File: src/sv/hil_pkg.sv
// ----------------------------------------------------------------------------
// hil_pkg
// Shared constants, command/status types and the home slot hash for the
// linear probing insert core.
// ----------------------------------------------------------------------------
package hil_pkg;

	localparam int TABLE_SLOTS    = 128;
	localparam int KEY_BYTES      = 4;
	localparam int WORDS_PER_SLOT = 5;
	localparam int REC_DEPTH      = TABLE_SLOTS * WORDS_PER_SLOT;

	localparam int SLOT_W  = $clog2(TABLE_SLOTS);
	localparam int PROBE_W = $clog2(TABLE_SLOTS + 1);
	localparam int REC_AW  = $clog2(REC_DEPTH);
	localparam int WORD_W  = $clog2(WORDS_PER_SLOT);
	localparam int SUM_W   = $clog2(KEY_BYTES * 255 + 1);
	localparam int FILL_W  = 8;

	localparam int IN_W  = 296;
	localparam int OUT_W = 24;

	localparam logic [1:0] ST_HOME   = 2'd0;
	localparam logic [1:0] ST_PROBED = 2'd1;
	localparam logic [1:0] ST_FULL   = 2'd2;

	typedef struct packed {
		logic load;
		logic step;
		logic claim;
		logic wr_rec;
		logic load_out;
	} hil_cmd_t;

	typedef struct packed {
		logic full;
		logic hit;
		logic word_last;
	} hil_stat_t;

	// sum of key bytes up to the first zero byte, modulo table size
	function automatic logic [SLOT_W-1:0] home_of(input logic [31:0] key);
		logic [SUM_W-1:0] sum;
		logic             stop;
		logic [7:0]       b;
		sum  = '0;
		stop = 1'b0;
		for (int i = 0; i < KEY_BYTES; i++) begin
			b = key[8*i +: 8];
			if (b == 8'd0) begin
				stop = 1'b1;
			end
			if (!stop) begin
				sum = sum + SUM_W'(b);
			end
		end
		return sum[SLOT_W-1:0];
	endfunction

endpackage

File: src/sv/hash_insert_linear_probing_core.sv
// sequence: an accepted word loads the key and record, the probe steps past occupied
// slots from the home slot, the first free slot is claimed and its five record words
// are written, then the result is handed off; a full table ends after all 128 slots.
// flow: one insert at a time; a new word is taken only after the result is handed off,
// and a waiting result word holds the hand-off for m_tready.
// reset: arst_n clears every occupancy bit and the fill count at once.
// ----------------------------------------------------------------------------
// hash_insert_linear_probing_core
// Linear probing hash table insert: hashes the key to a home slot, probes for
// the first free slot and stores the key and record there.
// ----------------------------------------------------------------------------
module hash_insert_linear_probing_core
	import hil_pkg::*;
(
	input  logic             clk,
	input  logic             arst_n,
	input  logic             s_tvalid,
	output logic             s_tready,
	// key_bytes, name_part_a, name_part_b, name_part_c, dept_part_a, dept_part_b
	input  logic [IN_W-1:0]  s_tdata,
	output logic             m_tvalid,
	input  logic             m_tready,
	// status, slot_index, probe_count, zero fill
	output logic [OUT_W-1:0] m_tdata
);

	hil_cmd_t  cmd;
	hil_stat_t stat;

	hil_ctrl u_ctrl (
		.clk      (clk),
		.arst_n   (arst_n),
		.s_tvalid (s_tvalid),
		.s_tready (s_tready),
		.m_tvalid (m_tvalid),
		.m_tready (m_tready),
		.stat     (stat),
		.cmd      (cmd)
	);

	hil_dpath u_dpath (
		.clk     (clk),
		.arst_n  (arst_n),
		.s_tdata (s_tdata),
		.m_tdata (m_tdata),
		.cmd     (cmd),
		.stat    (stat)
	);

	a_one_in_flight: assert property (@(posedge clk) disable iff (!arst_n)
		(s_tvalid && s_tready) |=> !s_tready)
		else $error("word accepted while insert in progress");

	a_status_code: assert property (@(posedge clk) disable iff (!arst_n)
		m_tvalid |-> (m_tdata[1:0] == ST_HOME || m_tdata[1:0] == ST_PROBED ||
			m_tdata[1:0] == ST_FULL))
		else $error("undefined status code");

	a_home_no_probe: assert property (@(posedge clk) disable iff (!arst_n)
		(m_tvalid && m_tdata[1:0] == ST_HOME) |-> (m_tdata[16:9] == 8'd0))
		else $error("home slot result with nonzero probe count");

	a_full_count: assert property (@(posedge clk) disable iff (!arst_n)
		(m_tvalid && m_tdata[1:0] == ST_FULL) |-> (m_tdata[16:9] == 8'(TABLE_SLOTS)))
		else $error("full result without a complete probe sweep");

endmodule

File: src/sv/hil_ctrl.sv
// ----------------------------------------------------------------------------
// hil_ctrl
// Insert sequencer: accepts a word, steps the probe, writes the record words
// and hands the result to the output register.
// ----------------------------------------------------------------------------
module hil_ctrl
	import hil_pkg::*;
(
	input  logic      clk,
	input  logic      arst_n,
	input  logic      s_tvalid,
	output logic      s_tready,
	output logic      m_tvalid,
	input  logic      m_tready,
	input  hil_stat_t stat,
	output hil_cmd_t  cmd
);

	typedef enum logic [3:0] {
		S_IDLE   = 4'b0001,
		S_PROBE  = 4'b0010,
		S_WRITE  = 4'b0100,
		S_FINISH = 4'b1000
	} state_t;

	state_t state_q, state_d;
	logic   m_tvalid_q;

	always_comb begin
		state_d  = state_q;
		cmd      = '0;
		s_tready = 1'b0;
		case (state_q)
			S_IDLE: begin
				s_tready = 1'b1;
				if (s_tvalid) begin
					cmd.load = 1'b1;
					state_d  = S_PROBE;
				end
			end
			S_PROBE: begin
				if (stat.full) begin
					state_d = S_FINISH;
				end else if (stat.hit) begin
					cmd.step = 1'b1;
				end else begin
					cmd.claim = 1'b1;
					state_d   = S_WRITE;
				end
			end
			S_WRITE: begin
				cmd.wr_rec = 1'b1;
				if (stat.word_last) begin
					state_d = S_FINISH;
				end
			end
			S_FINISH: begin
				if (!m_tvalid_q || m_tready) begin
					cmd.load_out = 1'b1;
					state_d      = S_IDLE;
				end
			end
			default: begin
				state_d = S_IDLE;
			end
		endcase
	end

	always_ff @(posedge clk or negedge arst_n) begin
		if (!arst_n) begin
			state_q    <= S_IDLE;
			m_tvalid_q <= 1'b0;
		end else begin
			state_q <= state_d;
			if (cmd.load_out) begin
				m_tvalid_q <= 1'b1;
			end else if (m_tready) begin
				m_tvalid_q <= 1'b0;
			end
		end
	end

	assign m_tvalid = m_tvalid_q;

endmodule

File: src/sv/hil_dpath.sv
// ----------------------------------------------------------------------------
// hil_dpath
// Probe index and counter, occupancy bits, key and record stores, fill count
// and the result register.
// ----------------------------------------------------------------------------
module hil_dpath
	import hil_pkg::*;
(
	input  logic             clk,
	input  logic             arst_n,
	input  logic [IN_W-1:0]  s_tdata,
	output logic [OUT_W-1:0] m_tdata,
	input  hil_cmd_t         cmd,
	output hil_stat_t        stat
);

	logic [TABLE_SLOTS-1:0] slot_used_q;
	logic [SLOT_W-1:0]      idx_q;
	logic [PROBE_W-1:0]     probes_q;
	logic [WORD_W-1:0]      word_q;
	logic [FILL_W-1:0]      fill_q;

	logic [31:0] key_q;
	logic [63:0] name_a_q;
	logic [63:0] name_b_q;
	logic [23:0] name_c_q;
	logic [63:0] dept_a_q;
	logic [47:0] dept_b_q;

	logic [1:0]         res_status_q;
	logic [SLOT_W-1:0]  res_slot_q;
	logic [PROBE_W-1:0] res_probes_q;

	logic [31:0] key_mem [TABLE_SLOTS];
	logic [63:0] rec_mem [REC_DEPTH];

	logic [REC_AW-1:0] rec_addr;
	logic [63:0]       rec_word;

	assign stat.full      = (probes_q == PROBE_W'(TABLE_SLOTS));
	assign stat.hit       = slot_used_q[idx_q];
	assign stat.word_last = (word_q == WORD_W'(WORDS_PER_SLOT - 1));

	// slot * 5 + word
	assign rec_addr = REC_AW'({idx_q, 2'b00}) + REC_AW'(idx_q) + REC_AW'(word_q);

	always_comb begin
		case (word_q)
			3'd0:    rec_word = name_a_q;
			3'd1:    rec_word = name_b_q;
			3'd2:    rec_word = {40'd0, name_c_q};
			3'd3:    rec_word = dept_a_q;
			default: rec_word = {16'd0, dept_b_q};
		endcase
	end

	always_ff @(posedge clk or negedge arst_n) begin
		if (!arst_n) begin
			slot_used_q <= '0;
			idx_q       <= '0;
			probes_q    <= '0;
			word_q      <= '0;
			fill_q      <= '0;
		end else begin
			if (cmd.load) begin
				idx_q    <= home_of(s_tdata[31:0]);
				probes_q <= '0;
			end else if (cmd.step) begin
				idx_q    <= idx_q + 1'b1;
				probes_q <= probes_q + 1'b1;
			end
			if (cmd.claim) begin
				slot_used_q[idx_q] <= 1'b1;
				word_q             <= '0;
				if (fill_q != '1) begin
					fill_q <= fill_q + 1'b1;
				end
			end else if (cmd.wr_rec) begin
				word_q <= word_q + 1'b1;
			end
		end
	end

	always_ff @(posedge clk) begin
		if (cmd.load) begin
			key_q    <= s_tdata[31:0];
			name_a_q <= s_tdata[95:32];
			name_b_q <= s_tdata[159:96];
			name_c_q <= s_tdata[183:160];
			dept_a_q <= s_tdata[247:184];
			dept_b_q <= s_tdata[295:248];
		end
		if (cmd.claim) begin
			key_mem[idx_q] <= key_q;
		end
		if (cmd.wr_rec) begin
			rec_mem[rec_addr] <= rec_word;
		end
		if (cmd.load_out) begin
			res_slot_q   <= idx_q;
			res_probes_q <= probes_q;
			if (stat.full) begin
				res_status_q <= ST_FULL;
			end else if (probes_q == '0) begin
				res_status_q <= ST_HOME;
			end else begin
				res_status_q <= ST_PROBED;
			end
		end
	end

	assign m_tdata = {7'd0, res_probes_q, res_slot_q, res_status_q};

endmodule
File: config.mk
export PLATFORM = sky130hd
export DESIGN_NAME = hash_insert_linear_probing_core
export DESIGN_NICKNAME = d
export VERILOG_FILES = /design/src/sv/hil_pkg.sv /design/src/sv/hash_insert_linear_probing_core.sv /design/src/sv/hil_ctrl.sv /design/src/sv/hil_dpath.sv
export SDC_FILE = /design/constraint.sdc
export NUM_CORES = 1
export LEC_CHECK = 0
export BUFFER_PORTS_ARGS = -buffer_cell sky130_fd_sc_hd__buf_2
export CORE_UTILIZATION = 40
export CTS_BUF_LIST = sky130_fd_sc_hd__clkbuf_8
export CTS_CLUSTER_DIAMETER = 50
export DETAILED_ROUTE_END_ITERATION = 7
export PLACE_DENSITY_LB_ADDON = 0.25
export SLEW_MARGIN = 10
export SYNTH_ARGS = -nofsm -noshare
export SYNTH_HDL_FRONTEND = slang
export SYNTH_HIERARCHICAL = 1
export SYNTH_SLANG_ARGS = --single-unit
File: constraint.sdc
create_clock -name clk -period 3.6 [get_ports clk]
set_clock_uncertainty 0.05 [all_clocks]
set_input_delay 1.08 -clock clk [delete_from_list [all_inputs] [get_ports clk]]
set_output_delay 1.08 -clock clk [all_outputs]
set_load 0.01 [all_outputs]
==> metrics.txt <==
Worst setup EP type=flip-flop; CP max FO=3; critical path arrival=4.97 ns; total global routing track utilization=0.218; Sink Count=168; failing checks=negative setup slack; Post-Syn Area=8560 um^2; slew margin rel.=0.214; RD Place Congestion=0.861; Hold Path End=u_dpath/slot_used_q[47]; worst stage delay on the critical path=0.53 ns; status=finished, violations left; Synth async-reset ratio=0.899; Root Driver=clkbuf_8; htree depth=4; RSZ-0062 raised after global routing=true; ratio of cells with drive above 1 in the final layout=0.329; CTS Buf Count=17; hold path depth=1; pre-CTS setup slack=-1.68 ns; R2R Setup Slk=between 0.1 and 0.15 ns; Synth Warn #=6; FP Rows=53; fmax=0.214 GHz; critical path class=input port to flip-flop; commonest non-fill, non-tap cell in the layout=buf_4; VDD IR-drop max=298 uV; Nets=1297; placed cells=1205; GRT overflow=0; post-layout min period=between 4 and 5 ns; number of synthesized register bits=around 170; Sw Ratio=0.372; Layout fillers=approximately 1800; crit path buf inv count=2; Hold Crit Class=flip-flop to flip-flop; Layout area overhead=28.0%; # Max-Cap Violations=0; hold path start=u_dpath/slot_used_q[47]; reg-to-reg endpoint=u_dpath/slot_used_q[17]; antenna violations before repair=1; CP max stage cell=or4_4; Post-CTS Hold Fix Bufs=0; Mapped Cells=just under 800; main flop type after synthesis=dfrtp_1; Clock power frac=0.209; most frequent cells in the layout=buf_4, dfrtp_1, a21o_1, o21bai_1, buf_2; post-synth top area share=0.438; post-route non-filler standard cell count=1260; worst r2r src=u_dpath/idx_q[0]; Worst-path clk slew=~0.080 ns; leading area contributor after synthesis=dfrtp_1; largest net degree at the start of global routing=between 60 and 70; number of global-route vias before repair=between 6000 and 7000; sequential group share of total power=0.360; Int Power=roughly 4.5 mW; Combinational Power Share=0.431; period utilisation layout=1.30; Switch Pwr=between 2 and 3 mW; Slew Viols, Final=0; drt pass-1 iters=5; Core ar.=about 21000 um^2; final worst slack=-1.07 ns; PwrDens=~650 nW/um^2; Leak=5.64 nW; maximum clock path buffer count=2; R2R depth=15; Synth area leaders=dfrtp_1, a21o_1, edfxtp_1; HPWL Detailed=16600 um; Synth cell types=68; Avg Inst Size Synth=~11 um^2; Post-route DRC=0; Worst-Skew Late Latency=0.46 ns; TritonCTS clock tree=yes; cells along the critical path=buf_6, or4_4, nor2_4, buf_6, a21oi_4, nand2_1, nand2_1, ha_2, fa_2, a21o_1, a211oi_2, nor3_1, a31oi_1, o21ai_1, ha_1, o21ai_1, o21a_1, o21a_1, o211a_1, or4_1, o2111ai_1, nor2_1; via/cell ratio=5.51; Initial Util=0.407; via count=6945; Fin. Hold Viols=0; Die ar.=22000 um^2; drt wl/cell=18.4 um; worst-margin pin slew=1.17 ns; Port Buffers=54; global-route wire length before repair=37000 um; Die Y-Extent=148 um; crit start category=input port; I/O Pins=326; total power draw=7.18 mW; Iter 0 DRT Violations=approximately 370; WHS=0.404 ns; Top delay family on crit path=compound AO/OA/AOI/OAI gates; ANT nets after route=0; worst path required time=3.90 ns; endpoints failing setup=5; register area share after synthesis=0.501; die width=148 um; routed wire length=around 23000 um; EDFF count, synth=17
cell type report:
type	count	area, um^2	area share
antenna	1	2.50	0.000228
clock buffer	18	248	0.0226
clock inverter	14	195	0.0178
inverter	22	82.6	0.00754
multi-input combinational	548	4200	0.383
sequential	168	4290	0.392
tap	275	344	0.0314
timing repair buffer	214	1590	0.145
worst max-delay path by stage:
| stage | start | end | slack, ns | cells past startpoint |
|---|---|---|---|---|
| after floorplan | s_tdata[9] | u_dpath/idx_q[6] | -1.43 | 20 |
| after global placement | s_tdata[9] | u_dpath/idx_q[6] | -1.61 | 21 |
| after detailed placement | s_tdata[9] | u_dpath/idx_q[6] | -1.68 | 21 |
| after CTS | s_tdata[8] | u_dpath/idx_q[6] | -0.91 | 23 |
| after global routing | s_tdata[9] | u_dpath/idx_q[6] | -1.25 | 22 |
| final | s_tdata[9] | u_dpath/idx_q[6] | -1.07 | 22 |
power by group through the flow:
stage / Clock (mW) / Sequential (mW) / Combinational [mW]
2_1_floorplan: 0 / 2.45 / 1.73
4_1_cts: 1.54 / 2.58 / 2.94
3_5_place_dp: 0 / 2.61 / 2.81
5_1_grt: 1.61 / 2.62 / 3.34
6_report: 1.50 / 2.58 / 3.09
3_3_place_gp: 0 / 2.61 / 2.78
flip-flops by register name, summed over array words and instances, names as in the netlist:
signal,cells
u_dpath/slot_used_q,128
u_dpath/probes_q,8
u_dpath/res_probes_q,8
u_dpath/idx_q,7
u_dpath/res_slot_q,7
u_ctrl/state_q,4
u_dpath/word_q,3
u_dpath/res_status_q,2
u_ctrl/m_tvalid,1
cells by family after synthesis:
group	synth area share
compound gates	0.228
xor+xnor	0.0225
fa+ha+maj	0.0406
buf+inv	0.0380
flops	0.501
mux	0.0554
other cells	0.000438
simple gates	0.114
worst register-to-register path: stages, from the launching register on:
cell,delay [ns]
dfrtp_2,0.53
buf_6,0.18
mux2_2,0.35
a221oi_1,0.29
a21oi_1,0.09
o22ai_1,0.19
nor2_1,0.09
a2111oi_2,0.38
a211oi_2,0.13
buf_4,0.17
nor3_4,0.13
buf_4,0.18
nand2_1,0.15
nor2_2,0.15
buf_4,0.21
a21o_1,0.14
cell usage after synthesis (6+ instances only):
cell	number
dfrtp_1	150
a21o_1	79
o21bai_1	54
nor2_1	49
nand2_1	43
a21oi_1	30
ha_1	23
o21ai_0	23
clkbuf_1	21
inv_1	20
edfxtp_1	17
mux2i_1	17
a22oi_1	14
buf_2	14
mux2_2	13
nor2b_1	13
a211oi_1	12
nor3_1	12
xor2_1	12
a221oi_1	10
xnor2_1	10
buf_4	9
nand3_1	9
nor4_1	9
mux4_2	7
nand2b_1	7
a22o_1	6
o21a_1	6
routing by layer:
layer / share of wire / global-route usage
met4: 0.017 / 0.0629
met1: 0.48 / 0.312
met3: 0.049 / 0.0445
met5: 0 / 0
met2: 0.46 / 0.332
what timing repair did:
action | CTS | global route
pin swaps | 26 | 15
buffers inserted | 17 | 7
resized for setup | 28 | 29
cloned | 0 | 0
endpoints found under the setup margin | 119 | 119
through the flow:
step | area, um^2 | util | TNS (ns)
floorplan | 8640 | - | -3.91
global placement | 10100 | 0.482 | -9.56
detailed placement | 10100 | 0.482 | -16.45
CTS | 10800 | 0.514 | -2.20
global route | 11000 | 0.521 | -3.75
finish | 11000 | 0.521 | -2.91
No activity file was read; power rests on OpenSTA's default activity.
